<file path="src/hrht_pkg.sv">
// Package for the HTTP request head tokenizer: shared payload types, field
// kind codes, character codes and queue sizing constants. No dependencies.
`default_nettype none

package hrht_pkg;

	localparam int MAX_RESULTS = 4;
	localparam int QUEUE_DEPTH = 4;
	localparam int CNT_W = $clog2(MAX_RESULTS + 1);
	localparam int IDX_W = $clog2(MAX_RESULTS);

	localparam logic [2:0] KIND_METHOD  = 3'd0;
	localparam logic [2:0] KIND_URI     = 3'd1;
	localparam logic [2:0] KIND_QUERY   = 3'd2;
	localparam logic [2:0] KIND_VERSION = 3'd3;
	localparam logic [2:0] KIND_NAME    = 3'd4;
	localparam logic [2:0] KIND_VALUE   = 3'd5;

	localparam logic OP_BYTE = 1'b0;
	localparam logic OP_EOS  = 1'b1;

	localparam logic [7:0] CH_SP    = 8'h20;
	localparam logic [7:0] CH_TAB   = 8'h09;
	localparam logic [7:0] CH_CR    = 8'h0D;
	localparam logic [7:0] CH_LF    = 8'h0A;
	localparam logic [7:0] CH_QMARK = 8'h3F;
	localparam logic [7:0] CH_COLON = 8'h3A;

	typedef struct packed {
		logic       operation;
		logic [7:0] data_byte;
	} in_t;

	typedef struct packed {
		logic [2:0] field_kind;
		logic       byte_valid;
		logic [7:0] data_out;
		logic       field_last;
		logic       request_done;
		logic       last;
	} out_t;

	typedef struct packed {
		logic [CNT_W-1:0]             count;
		out_t [MAX_RESULTS-1:0] res;
	} entry_t;

endpackage

`default_nettype wire

</file>
<file path="src/hrht_front.sv">
// Front end of the tokenizer: accepts input bytes, tracks the parse phase and
// builds a bundle of up to four results per item. Depends on hrht_pkg.
`default_nettype none

module hrht_front (
	input  wire logic            clk,
	input  wire logic            arst_n,
	input  wire logic            push,
	input  wire hrht_pkg::in_t   item,
	input  wire logic            q_full,
	output logic                 q_push,
	output hrht_pkg::entry_t     q_entry
);

	typedef enum logic [10:0] {
		PH_METHOD  = 11'b000_0000_0001,
		PH_SKIP1   = 11'b000_0000_0010,
		PH_URI     = 11'b000_0000_0100,
		PH_SKIP2   = 11'b000_0000_1000,
		PH_QUERY   = 11'b000_0001_0000,
		PH_SKIP3   = 11'b000_0010_0000,
		PH_VERSION = 11'b000_0100_0000,
		PH_REST    = 11'b000_1000_0000,
		PH_NAME    = 11'b001_0000_0000,
		PH_HSKIP   = 11'b010_0000_0000,
		PH_VALUE   = 11'b100_0000_0000
	} phase_t;

	typedef struct packed {
		phase_t phase;
		logic   fhb;
	} pst_t;

	typedef struct packed {
		pst_t           st;
		logic           v;
		hrht_pkg::out_t r;
	} lc_t;

	typedef struct packed {
		pst_t                 st;
		logic [1:0]           n;
		logic                 fin;
		hrht_pkg::out_t [2:0] r;
	} le_t;

	function automatic hrht_pkg::out_t mk_byte(input logic [2:0] k, input logic [7:0] c);
		hrht_pkg::out_t o;
		o = '0;
		o.field_kind = k;
		o.byte_valid = 1'b1;
		o.data_out = c;
		return o;
	endfunction

	function automatic hrht_pkg::out_t mk_close(input logic [2:0] k);
		hrht_pkg::out_t o;
		o = '0;
		o.field_kind = k;
		o.field_last = 1'b1;
		return o;
	endfunction

	function automatic hrht_pkg::out_t mk_done();
		hrht_pkg::out_t o;
		o = '0;
		o.request_done = 1'b1;
		return o;
	endfunction

	function automatic logic is_sep(input logic [7:0] c);
		return (c == hrht_pkg::CH_SP) || (c == hrht_pkg::CH_TAB) || (c == hrht_pkg::CH_CR);
	endfunction

	function automatic lc_t line_char(input pst_t s, input logic [7:0] c);
		lc_t  o;
		logic sep;
		logic nsep;
		logic qm;
		o = '0;
		o.st = s;
		sep = is_sep(c);
		nsep = sep || (c == hrht_pkg::CH_COLON);
		qm = (c == hrht_pkg::CH_QMARK);
		case (s.phase)
			PH_METHOD: begin
				o.v = 1'b1;
				if (sep) begin
					o.r = mk_close(hrht_pkg::KIND_METHOD);
					o.st = '{PH_SKIP1, 1'b0};
				end else begin
					o.r = mk_byte(hrht_pkg::KIND_METHOD, c);
					o.st.fhb = 1'b1;
				end
			end
			PH_SKIP1: begin
				if (!sep) begin
					o.v = 1'b1;
					if (qm) begin
						o.r = mk_close(hrht_pkg::KIND_URI);
						o.st = '{PH_QUERY, 1'b0};
					end else begin
						o.r = mk_byte(hrht_pkg::KIND_URI, c);
						o.st = '{PH_URI, 1'b1};
					end
				end
			end
			PH_URI: begin
				o.v = 1'b1;
				if (sep) begin
					o.r = mk_close(hrht_pkg::KIND_URI);
					o.st = '{PH_SKIP2, 1'b0};
				end else if (qm) begin
					o.r = mk_close(hrht_pkg::KIND_URI);
					o.st = '{PH_QUERY, 1'b0};
				end else begin
					o.r = mk_byte(hrht_pkg::KIND_URI, c);
					o.st.fhb = 1'b1;
				end
			end
			PH_SKIP2: begin
				if (!sep) begin
					if (qm) begin
						o.st.phase = PH_QUERY;
					end else begin
						o.v = 1'b1;
						o.r = mk_byte(hrht_pkg::KIND_VERSION, c);
						o.st = '{PH_VERSION, 1'b1};
					end
				end
			end
			PH_QUERY: begin
				o.v = 1'b1;
				if (sep) begin
					o.r = mk_close(hrht_pkg::KIND_QUERY);
					o.st = '{PH_SKIP3, 1'b0};
				end else begin
					o.r = mk_byte(hrht_pkg::KIND_QUERY, c);
					o.st.fhb = 1'b1;
				end
			end
			PH_SKIP3: begin
				if (!sep) begin
					o.v = 1'b1;
					o.r = mk_byte(hrht_pkg::KIND_VERSION, c);
					o.st = '{PH_VERSION, 1'b1};
				end
			end
			PH_VERSION: begin
				o.v = 1'b1;
				if (sep) begin
					o.r = mk_close(hrht_pkg::KIND_VERSION);
					o.st = '{PH_REST, 1'b0};
				end else begin
					o.r = mk_byte(hrht_pkg::KIND_VERSION, c);
					o.st.fhb = 1'b1;
				end
			end
			PH_NAME: begin
				o.v = 1'b1;
				if (nsep) begin
					o.r = mk_close(hrht_pkg::KIND_NAME);
					o.st = '{PH_HSKIP, 1'b0};
				end else begin
					o.r = mk_byte(hrht_pkg::KIND_NAME, c);
					o.st.fhb = 1'b1;
				end
			end
			PH_HSKIP: begin
				if (!nsep) begin
					o.v = 1'b1;
					o.r = mk_byte(hrht_pkg::KIND_VALUE, c);
					o.st = '{PH_VALUE, 1'b1};
				end
			end
			PH_VALUE: begin
				o.v = 1'b1;
				o.r = mk_byte(hrht_pkg::KIND_VALUE, c);
				o.st.fhb = 1'b1;
			end
			default: begin
			end
		endcase
		return o;
	endfunction

	function automatic le_t line_end(input pst_t s);
		le_t o;
		o = '0;
		o.st = '{PH_NAME, 1'b0};
		case (s.phase)
			PH_METHOD: begin
				o.r[0] = mk_close(hrht_pkg::KIND_METHOD);
				o.r[1] = mk_close(hrht_pkg::KIND_URI);
				o.r[2] = mk_close(hrht_pkg::KIND_VERSION);
				o.n = 2'd3;
			end
			PH_SKIP1, PH_URI: begin
				o.r[0] = mk_close(hrht_pkg::KIND_URI);
				o.r[1] = mk_close(hrht_pkg::KIND_VERSION);
				o.n = 2'd2;
			end
			PH_SKIP2, PH_SKIP3, PH_VERSION: begin
				o.r[0] = mk_close(hrht_pkg::KIND_VERSION);
				o.n = 2'd1;
			end
			PH_QUERY: begin
				o.r[0] = mk_close(hrht_pkg::KIND_QUERY);
				o.r[1] = mk_close(hrht_pkg::KIND_VERSION);
				o.n = 2'd2;
			end
			PH_NAME: begin
				if (!s.fhb) begin
					o.r[0] = mk_done();
					o.n = 2'd1;
					o.fin = 1'b1;
					o.st = '{PH_METHOD, 1'b0};
				end else begin
					o.r[0] = mk_close(hrht_pkg::KIND_NAME);
					o.r[1] = mk_close(hrht_pkg::KIND_VALUE);
					o.n = 2'd2;
				end
			end
			PH_HSKIP, PH_VALUE: begin
				o.r[0] = mk_close(hrht_pkg::KIND_VALUE);
				o.n = 2'd1;
			end
			default: begin
			end
		endcase
		return o;
	endfunction

	pst_t st_q;
	logic cr_q;

	logic                                       accept;
	pst_t                                       s;
	logic                                       cr;
	logic [hrht_pkg::CNT_W-1:0]                 n;
	hrht_pkg::out_t [hrht_pkg::MAX_RESULTS-1:0] res;
	lc_t                                        lc_cr;
	lc_t                                        lc_b;
	le_t                                        le;

	assign accept = push && !q_full;

	always_comb begin
		s = st_q;
		cr = cr_q;
		n = '0;
		res = '0;
		lc_cr = line_char(s, hrht_pkg::CH_CR);
		lc_b = '0;
		le = '0;
		if ((item.operation == hrht_pkg::OP_EOS) || (item.data_byte != hrht_pkg::CH_LF)) begin
			if (cr) begin
				if (lc_cr.v) begin
					res[n[hrht_pkg::IDX_W-1:0]] = lc_cr.r;
					n = n + hrht_pkg::CNT_W'(1);
				end
				s = lc_cr.st;
				cr = 1'b0;
			end
		end
		if (item.operation == hrht_pkg::OP_BYTE) begin
			if (item.data_byte == hrht_pkg::CH_LF) begin
				cr = 1'b0;
				le = line_end(s);
				for (int i = 0; i < 3; i++) begin
					if (i < int'(le.n)) begin
						res[n[hrht_pkg::IDX_W-1:0]] = le.r[i];
						n = n + hrht_pkg::CNT_W'(1);
					end
				end
				s = le.st;
			end else if (item.data_byte == hrht_pkg::CH_CR) begin
				cr = 1'b1;
			end else begin
				lc_b = line_char(s, item.data_byte);
				if (lc_b.v) begin
					res[n[hrht_pkg::IDX_W-1:0]] = lc_b.r;
					n = n + hrht_pkg::CNT_W'(1);
				end
				s = lc_b.st;
			end
		end else begin
			le = line_end(s);
			for (int i = 0; i < 3; i++) begin
				if (i < int'(le.n)) begin
					res[n[hrht_pkg::IDX_W-1:0]] = le.r[i];
					n = n + hrht_pkg::CNT_W'(1);
				end
			end
			if (!le.fin) begin
				res[n[hrht_pkg::IDX_W-1:0]] = mk_done();
				n = n + hrht_pkg::CNT_W'(1);
			end
			s = '{PH_METHOD, 1'b0};
			cr = 1'b0;
		end
	end

	assign q_push = accept && (n != '0);
	assign q_entry = '{count: n, res: res};

	always_ff @(posedge clk or negedge arst_n) begin
		if (!arst_n) begin
			st_q <= '{PH_METHOD, 1'b0};
			cr_q <= 1'b0;
		end else if (accept) begin
			st_q <= s;
			cr_q <= cr;
		end
	end

endmodule

`default_nettype wire

</file>
<file path="src/hrht_queue.sv">
// Short register queue of result bundles between the front and back ends.
// Depends on hrht_pkg.
`default_nettype none

module hrht_queue #(
	parameter int DEPTH = hrht_pkg::QUEUE_DEPTH
) (
	input  wire logic              clk,
	input  wire logic              arst_n,
	input  wire logic              wr,
	input  wire hrht_pkg::entry_t  wr_data,
	input  wire logic              rd,
	output hrht_pkg::entry_t       head,
	output logic                   full,
	output logic                   empty
);

	localparam int PW = $clog2(DEPTH);
	localparam int CW = $clog2(DEPTH + 1);

	hrht_pkg::entry_t mem_q [DEPTH];
	logic [PW-1:0]    wp_q;
	logic [PW-1:0]    rp_q;
	logic [CW-1:0]    cnt_q;

	function automatic logic [PW-1:0] nxt(input logic [PW-1:0] p);
		return (p == PW'(DEPTH - 1)) ? '0 : p + PW'(1);
	endfunction

	assign full = (cnt_q == CW'(DEPTH));
	assign empty = (cnt_q == '0);
	assign head = mem_q[rp_q];

	always_ff @(posedge clk) begin
		if (wr) begin
			mem_q[wp_q] <= wr_data;
		end
	end

	always_ff @(posedge clk or negedge arst_n) begin
		if (!arst_n) begin
			wp_q <= '0;
			rp_q <= '0;
			cnt_q <= '0;
		end else begin
			if (wr) begin
				wp_q <= nxt(wp_q);
			end
			if (rd) begin
				rp_q <= nxt(rp_q);
			end
			if (wr && !rd) begin
				cnt_q <= cnt_q + CW'(1);
			end else if (rd && !wr) begin
				cnt_q <= cnt_q - CW'(1);
			end
		end
	end

endmodule

`default_nettype wire

</file>
<file path="src/hrht_back.sv">
// Back end of the tokenizer: walks the head bundle's results one per cycle
// into the output register unless it stalls; marks the last. Depends on hrht_pkg.
`default_nettype none

module hrht_back (
	input  wire logic              clk,
	input  wire logic              arst_n,
	input  wire hrht_pkg::entry_t  head,
	input  wire logic              q_empty,
	output logic                   q_pop,
	input  wire logic              pop,
	output logic                   empty,
	output hrht_pkg::out_t         result
);

	logic                       ovld_q;
	logic [hrht_pkg::IDX_W-1:0] idx_q;
	hrht_pkg::out_t             result_q;
	logic                       take;
	logic                       is_last;
	hrht_pkg::out_t             cur;

	assign take = !q_empty && (!ovld_q || pop);
	assign is_last = ((hrht_pkg::CNT_W'(idx_q) + hrht_pkg::CNT_W'(1)) == head.count);
	assign q_pop = take && is_last;
	assign empty = !ovld_q;
	assign result = result_q;

	always_comb begin
		cur = head.res[idx_q];
		cur.last = is_last;
	end

	always_ff @(posedge clk) begin
		if (take) begin
			result_q <= cur;
		end
	end

	always_ff @(posedge clk or negedge arst_n) begin
		if (!arst_n) begin
			ovld_q <= 1'b0;
			idx_q <= '0;
		end else begin
			if (take) begin
				ovld_q <= 1'b1;
				idx_q <= is_last ? '0 : idx_q + hrht_pkg::IDX_W'(1);
			end else if (pop) begin
				ovld_q <= 1'b0;
			end
		end
	end

endmodule

`default_nettype wire

</file>
<file path="src/http_request_head_tokenizer_core.sv">
// HTTP request head tokenizer, top level.
// Input queue side: item (operation, data_byte) is taken when push is high and
// full is low; one byte per transaction, or an end-of-stream transaction.
// Result queue side: while empty is low, result holds the oldest tagged field
// byte, field end marker or request-done result; pop takes it.
// Each input transaction yields zero to four results; the last one of a
// transaction carries last = 1.
// The first result of a transaction passes the result queue, then the output
// register, before it shows on result. Throughput: one input transaction per
// cycle while each yields at most one result and the receiver pops; results
// leave at one per cycle while popped, so k results of a transaction hold the
// back end till all leave. The front end builds them combinationally; the
// queue (QUEUE_DEPTH bundles) between the ends sets how far input may run ahead.
// Reset clears the parse phase, the held CR and both queues.
// When the receiver stalls, the result register holds, the queue fills, and
// full rises once it holds QUEUE_DEPTH bundles.
// Depends on hrht_pkg, hrht_front, hrht_queue and hrht_back.
`default_nettype none

module http_request_head_tokenizer_core #(
	parameter int QUEUE_DEPTH = hrht_pkg::QUEUE_DEPTH
) (
	input  wire logic            clk,
	input  wire logic            arst_n,
	input  wire logic            push,
	output logic                 full,
	input  wire hrht_pkg::in_t   item,
	output logic                 empty,
	input  wire logic            pop,
	output hrht_pkg::out_t       result
);

	logic             q_push;
	logic             q_pop;
	logic             q_full;
	logic             q_empty;
	hrht_pkg::entry_t q_entry;
	hrht_pkg::entry_t q_head;

	assign full = q_full;

	hrht_front u_front (
		.clk     (clk),
		.arst_n  (arst_n),
		.push    (push),
		.item    (item),
		.q_full  (q_full),
		.q_push  (q_push),
		.q_entry (q_entry)
	);

	hrht_queue #(
		.DEPTH (QUEUE_DEPTH)
	) u_queue (
		.clk     (clk),
		.arst_n  (arst_n),
		.wr      (q_push),
		.wr_data (q_entry),
		.rd      (q_pop),
		.head    (q_head),
		.full    (q_full),
		.empty   (q_empty)
	);

	hrht_back u_back (
		.clk     (clk),
		.arst_n  (arst_n),
		.head    (q_head),
		.q_empty (q_empty),
		.q_pop   (q_pop),
		.pop     (pop),
		.empty   (empty),
		.result  (result)
	);

`ifndef SYNTH
	a_queue_flags: assert property (@(posedge clk) disable iff (!arst_n)
		!(q_full && q_empty))
		else $error("result queue both full and empty");

	a_no_push_full: assert property (@(posedge clk) disable iff (!arst_n)
		!(q_push && q_full))
		else $error("bundle written into a full queue");

	a_bundle_nonempty: assert property (@(posedge clk) disable iff (!arst_n)
		q_push |-> (q_entry.count != '0))
		else $error("empty bundle written into the queue");

	a_done_shape: assert property (@(posedge clk) disable iff (!arst_n)
		(!empty && result.request_done) |-> (!result.byte_valid && !result.field_last
			&& result.last))
		else $error("malformed request done result");
`endif

endmodule

`default_nettype wire
</file>
<file path="config.mk">
export PLATFORM = sky130hd
export DESIGN_NAME = http_request_head_tokenizer_core
export DESIGN_NICKNAME = d
export VERILOG_FILES = /design/src/hrht_pkg.sv /design/src/hrht_front.sv /design/src/hrht_queue.sv /design/src/hrht_back.sv /design/src/http_request_head_tokenizer_core.sv
export SDC_FILE = /design/constraint.sdc
export NUM_CORES = 1
export LEC_CHECK = 0
export ABC_AREA = 0
export BUFFER_PORTS_ARGS = -buffer_cell sky130_fd_sc_hd__buf_4
export CORE_AREA = 8 8 215 217
export DETAILED_ROUTE_END_ITERATION = 8
export DIE_AREA = 0 0 223 225
export SETUP_SLACK_MARGIN = 0.15
export SLEW_MARGIN = 30
export SYNTH_ARGS = -nofsm -noshare
export SYNTH_HDL_FRONTEND = slang
export SYNTH_SLANG_ARGS = --single-unit
</file>
<file path="constraint.sdc">
create_clock -name clk -period 5.98 [get_ports clk]
set_input_delay 1.196 -clock clk [delete_from_list [all_inputs] [get_ports clk]]
set_output_delay 1.196 -clock clk [all_outputs]
set_load 0.02 [all_outputs]
</file>
==> reports/metrics.cfg, run 1 <==
[logic_synthesis]
cell_with_the_most_instances_after_synthesis=sky130_fd_sc_hd__edfxtp_1
synth_ff_type=sky130_fd_sc_hd__edfxtp_1
ys.warnings.count=0
synth_common_cells=171 x sky130_fd_sc_hd__edfxtp_1, 54 x sky130_fd_sc_hd__nor2_1, 44 x sky130_fd_sc_hd__nand2_1
yosys.area.top_type=sky130_fd_sc_hd__edfxtp_1
mappedNetlistArea_um2=9719
netlist_top_cells_area=sky130_fd_sc_hd__edfxtp_1 53%, sky130_fd_sc_hd__mux4_2 9.7%, sky130_fd_sc_hd__dfrtp_1 5.7%, sky130_fd_sc_hd__nor2_1 2.1%, sky130_fd_sc_hd__nand2_1 1.7%
yosys_register_bits=194
nets_in_the_synthesized_netlist=743
synth_enable_flop_cells=171
async_flop_share_pct=11.86
synth_cell_types=78
seq_area_frac_synth_pct=58.77
netlist.area_leader.share_pct=52.83
synthesis.instances=717
synth.avg_cell_area_um2=13.56

[run]
drv.max_cap_violation_count=0

[place]
post_dp_cell_area_um2=10870
hpwlAfterDp_um=18640
port_buffers=29
routabilityCongestion=0.9822

[setup_path]
crit_path_start_kind=input port
path_cells=buf_4 > or4bb_4 > o31ai_4 > nor2_1 > nor4_4 > nand4_1 > buf_4 > inv_1 > ha_1 > buf_4 > inv_1 > o32ai_1 > a211oi_4 > inv_1 > ha_1 > a22oi_1 > o21a_1 > a41oi_4 > ha_2 > inv_2 > fa_2 > mux2_2
path_max_fanout=7
cp_slowest_stage_delay_ns=0.57
timing.critical_path.required_ns=6.30
critical_path.slowest_cell=sky130_fd_sc_hd__or4bb_4
timing.setup.critical_path_class=input port to flop
end_kind=flop
arrival_ns=5.80

[layout]
synthToLayoutAreaGrowth_pct=18.36
nNetsFinal=790
drive_above_1_share_pct=24.97
post_route_design_area_um2=11500
num_antenna_cells=0

[sta]
fmax_ghz=0.1824
worst_pin_slew_ns=0.9708
setup_tns_ns=0
finalCritPeriodShare_pct=91.66
finalClockSkew_ns=0.01530
setup_viol=0
rsz_0062_raised_after_global_routing=false
timing_max_transition_violations_final=0
slew_headroom_pct=34.89
hold_viol=0
final_period_minus_worst_setup_slack_ns=5.482

[power_and_ir_drop]
vdd.ir_drop.worst_v=0.0002417
cellPowerDensity_nw_per_um2=614.1
power.static_leakage_nw=4.071

[route]
drt_iter0_markers=702
remaining_drc_errors=0
routed_wl_um=26050
detailroute.via_count=6440
routed_wire_length_per_instance_um=19.69
detail-route-antenna-nets=0
drt_pass1_iterations=7
vias_per_cell=4.868

[cts]
clock_path_buffers=2
cts_buffers=17
cts_setup_buffers=0
tritoncts_clock_tree=done
clock_insertion_delay_worst_skew_ns=0.44
cts_sinks=194
cts_hold_buf=0
htreeDepth=4
cts_repair_resize_count=0
clock_tree.root_cell=sky130_fd_sc_hd__clkbuf_16
clkTransAtPathRegs_ns=0.08

[floorplanning]
ioPinCount=30
floorplan.rows=76
dieWidth_um=223
core_area_um2=42700
dieHeight_um=225
die_area_um2=50180
starting_density_pct=22.76

[outcome]
status=finished, final reports clean

[global_route]
grt.overflow.total=0
grt_antenna_before_repair=0
grt_max_degree=40
number_of_global_route_vias_before_repair=6589
grt_pass1_wl_um=40850
grt_use_total_pct=10.48

[worst_hold_path]
hold_path_class=flop to flop

==> routing by layer <==
layer | GRT usage [%] | vias to the layer above | share of wire [%]
li1 | - | 2930 | -
met5 | 0 | - | 0
met4 | 3.993 | 0 | 2.7
met1 | 13.73 | 3243 | 46
met2 | 16.76 | 218 | 47
met3 | 2.381 | 49 | 5.0
==> state kept, by name, summed over array words and instances, names as in the netlist <==
signal,cells
u_front.st_q,12
u_queue.rp_q,2
u_back.result,15
u_queue.cnt_q,3
u_queue.mem_q,156
u_back.idx_q,2
u_back.ovld_q,1
u_front.cr_q,1
u_queue.wp_q,2
==> stage by stage <==
stage / hold slack (ns) / total power, mW / util, % / instances / setup slack [ns]
final: 0.5001 / 7.064 / 26.94 / 1323 / 0.4985
after detailed placement: 0.4884 / 5.909 / 25.47 / 1291 / 0.1049
after global routing: 0.5307 / 7.534 / 26.94 / 1323 / 0.2064
after CTS: 0.5027 / 7.128 / 26.94 / 1323 / 0.5634
after floorplan: 0.4530 / 4.756 / - / 717 / 0.007269
after global placement: 0.4762 / 5.881 / 25.47 / 1291 / 0.1871
==> cell type report <==
| type | count | area (µm²) |
|---|---|---|
| clock buffers | 17 | 425.4 |
| flip-flops and latches | 194 | 5713 |
| inverters | 21 | 78.83 |
| well taps | 546 | 683.2 |
| repair buffers | 73 | 598.1 |
| clock inverters | 15 | 203.9 |
| fillers | 4299 | 31190 |
| multi-input cells | 457 | 3801 |
==> where the power goes <==
| group | switching [mW] | internal [mW] | total [mW] |
|---|---|---|---|
| logic | 2.00 | 1.40 | 3.39 |
| clock network | 0.587 | 0.613 | 1.20 |
| registers | 0.201 | 2.27 | 2.47 |
==> worst max-delay path: cells and delay by family <==
| family | cells | cell delay (ns) |
|---|---|---|
| mux | 1 | 0.26 |
| compound gates | 6 | 1.48 |
| buf+inv | 7 | 0.74 |
| simple gates | 4 | 1.10 |
| fa+ha+maj | 4 | 1.02 |
==> final timing paths <==
kind                                       start               end  slack (ns)  cells past startpoint
worst max-delay path                     item[4]  u_queue.cnt_q[1]        0.50                     22
worst min-delay path            u_queue.cnt_q[2]  u_queue.cnt_q[2]        0.50                      1
worst max register to register   u_front.st_q[1]  u_queue.cnt_q[1]        0.81                     22
worst min register to register  u_queue.cnt_q[2]  u_queue.cnt_q[2]        0.50                      1
max in group asynchronous                 arst_n   u_front.st_q[1]        5.00                      1
min in group asynchronous                 arst_n     u_back.ovld_q        0.66                      1
==> placed cells by master, fill, tap and decap left out, types with 4 or more instances in the layout <==
cell type                     n
sky130_fd_sc_hd__a211oi_1     9
sky130_fd_sc_hd__nand2_1     44
sky130_fd_sc_hd__nand4_1     10
sky130_fd_sc_hd__clkbuf_16   17
sky130_fd_sc_hd__edfxtp_1   171
sky130_fd_sc_hd__and2_2       4
sky130_fd_sc_hd__and2_1      12
sky130_fd_sc_hd__ha_1        11
sky130_fd_sc_hd__a31oi_1     11
sky130_fd_sc_hd__and4_1       8
sky130_fd_sc_hd__or4_1        4
sky130_fd_sc_hd__o31ai_1      5
sky130_fd_sc_hd__o21ai_0     25
sky130_fd_sc_hd__mux4_2      42
sky130_fd_sc_hd__nand4b_1     4
sky130_fd_sc_hd__dfrtp_1     21
sky130_fd_sc_hd__nor4_1       9
sky130_fd_sc_hd__nor2_1      54
sky130_fd_sc_hd__a21o_1      10
sky130_fd_sc_hd__inv_1       20
sky130_fd_sc_hd__o21a_1       5
sky130_fd_sc_hd__a22oi_1      5
sky130_fd_sc_hd__xnor2_1      4
sky130_fd_sc_hd__mux2i_1     11
sky130_fd_sc_hd__and3_1       4
sky130_fd_sc_hd__a21oi_1     21
sky130_fd_sc_hd__clkinv_8     4
sky130_fd_sc_hd__or2_2        4
sky130_fd_sc_hd__mux2_2       6
sky130_fd_sc_hd__buf_4       69
sky130_fd_sc_hd__nor4b_1      5
sky130_fd_sc_hd__buf_12       4
sky130_fd_sc_hd__nor3_1      26
sky130_fd_sc_hd__nand3_1     13
sky130_fd_sc_hd__xor2_1       8
sky130_fd_sc_hd__nor2b_1      6
==> cells by family (layout without fill, tap and decap cells) <==
kind of cell,after synthesis,after routing,synth area share [%]
and+or+nand+nor,227,227,12.99
DFF,194,194,58.77
AOI/OAI and AO/OA,143,143,10.67
buffers and inverters,66,126,2.703
muxes,61,61,11.87
adders and majority gates,13,13,1.751
xor gates and xnor gates,13,13,1.249
(Power assumes the default switching activity.)
==> run 2: changes to the inputs <==
CORE_AREA = 8 8 251 253   (was 8 8 215 217)
DIE_AREA = 0 0 259 261   (was 0 0 223 225)
SYNTH_HIERARCHICAL = 1   (was default)
==> run 2 against run 1 <==
Critical path type unchanged; largest power group is now sequential cells; critical endpoint is now u_queue/cnt_q[1]; largest cell class unchanged; register-to-register slack got worse by 0.21 ns; clock power increased by 44%; count of clock-buffer cells in the layout increased by 21.
==> reports/metrics.cfg, run 2 <==
[sta]
finalHoldWorstSlack_ns=0.4897
setup_viol=0
setup_tns_ns=0
fmax_ghz=0.1834
rsz_0062_raised_after_global_routing=false
worst_pin_slew_ns=0.8795
final_period_minus_worst_setup_slack_ns=5.452
finalCritPeriodShare_pct=91.17
hold_viol=0
timing_max_transition_violations_final=0
finalClockSkew_ns=0.02743
slew_headroom_pct=41.36

[place]
port_buffers=29
hpwlAfterDp_um=21050
post_dp_cell_area_um2=14310
routabilityCongestion=0.9162

[route]
drt_iter0_markers=577
drt_pass1_iterations=5
routed_wire_length_per_instance_um=18.30
routed_wl_um=30870
detailroute.via_count=7492
detail-route-antenna-nets=0
vias_per_cell=4.441
remaining_drc_errors=0

[setup_path]
end_kind=flop
timing.setup.critical_path_class=input port to flop
arrival_ns=5.89
path_max_fanout=7
crit_path_start_kind=input port
timing.critical_path.required_ns=6.41
critical_path.top_delay_family=adder cells
critical_path.slowest_cell=sky130_fd_sc_hd__or4_4
path_cells=buf_4 > or4_4 > o41a_4 > and3_4 > a32o_1 > nand3b_1 > nor2_4 > inv_1 > ha_1 > xnor2_2 > ha_1 > inv_1 > nand2_1 > o21a_1 > ha_2 > o211a_4 > nor2_1 > mux2i_1 > a41oi_2 > ha_2 > inv_2 > fa_2 > mux2_2
cp_slowest_stage_delay_ns=0.54
critPathBufInv=4

[layout]
largest_register=u_queue/mem_q
drive_above_1_share_pct=27.29
post_route_design_area_um2=15240
num_antenna_cells=0
largest_reg_flops=236
final_common_cell=sky130_fd_sc_hd__edfxtp_1
nNetsFinal=911
synthToLayoutAreaGrowth_pct=19.33
mostFrequentLayoutCells=251 x sky130_fd_sc_hd__edfxtp_1, 85 x sky130_fd_sc_hd__buf_4, 67 x sky130_fd_sc_hd__mux4_2

[outcome]
status=finished, final reports clean

[logic_synthesis]
ys.warnings.count=6
mappedNetlistArea_um2=12770
synthesis.instances=802
synth.avg_cell_area_um2=15.93

[floorplanning]
ioPinCount=30
dieHeight_um=261
dieWidth_um=259
core_area_um2=59340
die_area_um2=67600
floorplan.rows=90
starting_density_pct=21.52

[power_and_ir_drop]
finalPower_mw=6.910
power.static_leakage_nw=5.259
vdd.ir_drop.worst_v=0.0002327
cellPowerDensity_nw_per_um2=453.4

[cts]
clock_insertion_delay_worst_skew_ns=0.57
cts_repair_resize_count=0
clock_path_buffers=3
cts_sinks=274
cts_buffers=30
clock_tree.root_cell=sky130_fd_sc_hd__clkbuf_16
cts_hold_buf=0
tritoncts_clock_tree=done
clkTransAtPathRegs_ns=0.06
htreeDepth=1
cts_setup_buffers=0

[run]
drv.max_cap_violation_count=0

[worst_hold_path]
hold_path_class=flop to flop

[global_route]
grt_use_total_pct=9.003
number_of_global_route_vias_before_repair=7782
grt.overflow.total=0
grt_pass1_wl_um=47650
grt_max_degree=58
grt_antenna_before_repair=0

[run 2: cell types whose count changed in the layout (fill, tap and decap cells not counted), moves of 7 or more]
| cell | delta |
|---|---|
| sky130_fd_sc_hd__mux4_2 | +25 |
| sky130_fd_sc_hd__edfxtp_1 | +80 |
| sky130_fd_sc_hd__or3_1 | +7 |
| sky130_fd_sc_hd__mux2i_1 | -7 |
| sky130_fd_sc_hd__nand2_1 | -11 |
| sky130_fd_sc_hd__conb_1 | +18 |
| sky130_fd_sc_hd__clkbuf_1 | +8 |
| sky130_fd_sc_hd__clkbuf_16 | +13 |
| sky130_fd_sc_hd__nor3_1 | -12 |
| sky130_fd_sc_hd__nor2_1 | -16 |
| sky130_fd_sc_hd__buf_4 | +16 |
[run 2: final cells by class]
| type | count | area [µm²] |
|---|---|---|
| multi-input cells | 458 | 4297 |
| inverters | 23 | 86.33 |
| clock inverters | 17 | 140.1 |
| fillers | 6006 | 44100 |
| clock buffers | 38 | 780.7 |
| repair buffers | 95 | 838.3 |
| flip-flops and latches | 274 | 8120 |
| well taps | 782 | 978.4 |
[run 2: path summary, 6_finish.rpt]
check	startpoint	end	slack (ns)	cells after the start
setup / recovery	item[5]	u_queue/cnt_q[1]	0.53	23
hold reg to reg	u_queue/cnt_q[2]	u_queue/cnt_q[2]	0.49	1
setup reg to reg	u_front/st_q[5]	u_queue/cnt_q[1]	0.60	23
min in group asynchronous	arst_n	u_front/st_q[0]	0.55	1
hold / removal	u_queue/cnt_q[2]	u_queue/cnt_q[2]	0.49	1
max in group asynchronous	arst_n	u_front/st_q[1]	5.10	1
[run 2: power by group]
group	switching, mW	internal, mW
clock network	0.754	0.974
logic	1.20	1.10
registers	0.209	2.68
total	2.16	4.75
[run 2: worst reg2reg max path: stages, from the launching register on]
cell	delay (ns)
sky130_fd_sc_hd__dfrtp_1	0.53
sky130_fd_sc_hd__nor4_2	0.58
sky130_fd_sc_hd__nand3b_1	0.24
sky130_fd_sc_hd__o41ai_4	0.54
sky130_fd_sc_hd__buf_4	0.27
sky130_fd_sc_hd__o21ai_2	0.07
sky130_fd_sc_hd__inv_1	0.24
sky130_fd_sc_hd__ha_1	0.23
sky130_fd_sc_hd__inv_1	0.06
sky130_fd_sc_hd__mux2i_1	0.18
sky130_fd_sc_hd__inv_1	0.07
sky130_fd_sc_hd__ha_1	0.27
sky130_fd_sc_hd__inv_1	0.05
sky130_fd_sc_hd__nand2_1	0.05
sky130_fd_sc_hd__o21a_1	0.15
sky130_fd_sc_hd__ha_2	0.20
sky130_fd_sc_hd__o211a_4	0.17
sky130_fd_sc_hd__nor2_1	0.04
sky130_fd_sc_hd__mux2i_1	0.22
sky130_fd_sc_hd__a41oi_2	0.16
sky130_fd_sc_hd__ha_2	0.21
sky130_fd_sc_hd__inv_2	0.05
sky130_fd_sc_hd__fa_2	0.42
sky130_fd_sc_hd__mux2_2	0.27
[run 2: metal layers]
| layer | up-vias | track usage, % | share of wire [%] |
|---|---|---|---|
| met1 | 3869 | 11.85 | 45 |
| met5 | - | 0 | 0 |
| li1 | 3372 | - | - |
| met3 | 55 | 1.464 | 4.3 |
| met4 | 0 | 2.890 | 2.7 |
| met2 | 196 | 15.04 | 48 |
[run 2: per-stage QoR]
step	std cells	utilization, %	worst slack (ns)
6_report	1687	25.68	0.5283
4_1_cts	1687	25.66	0.5437
5_1_grt	1687	25.68	0.2428
3_3_place_gp	1632	24.10	0.06484
2_1_floorplan	819	-	-0.06932
3_5_place_dp	1632	24.11	-0.03031
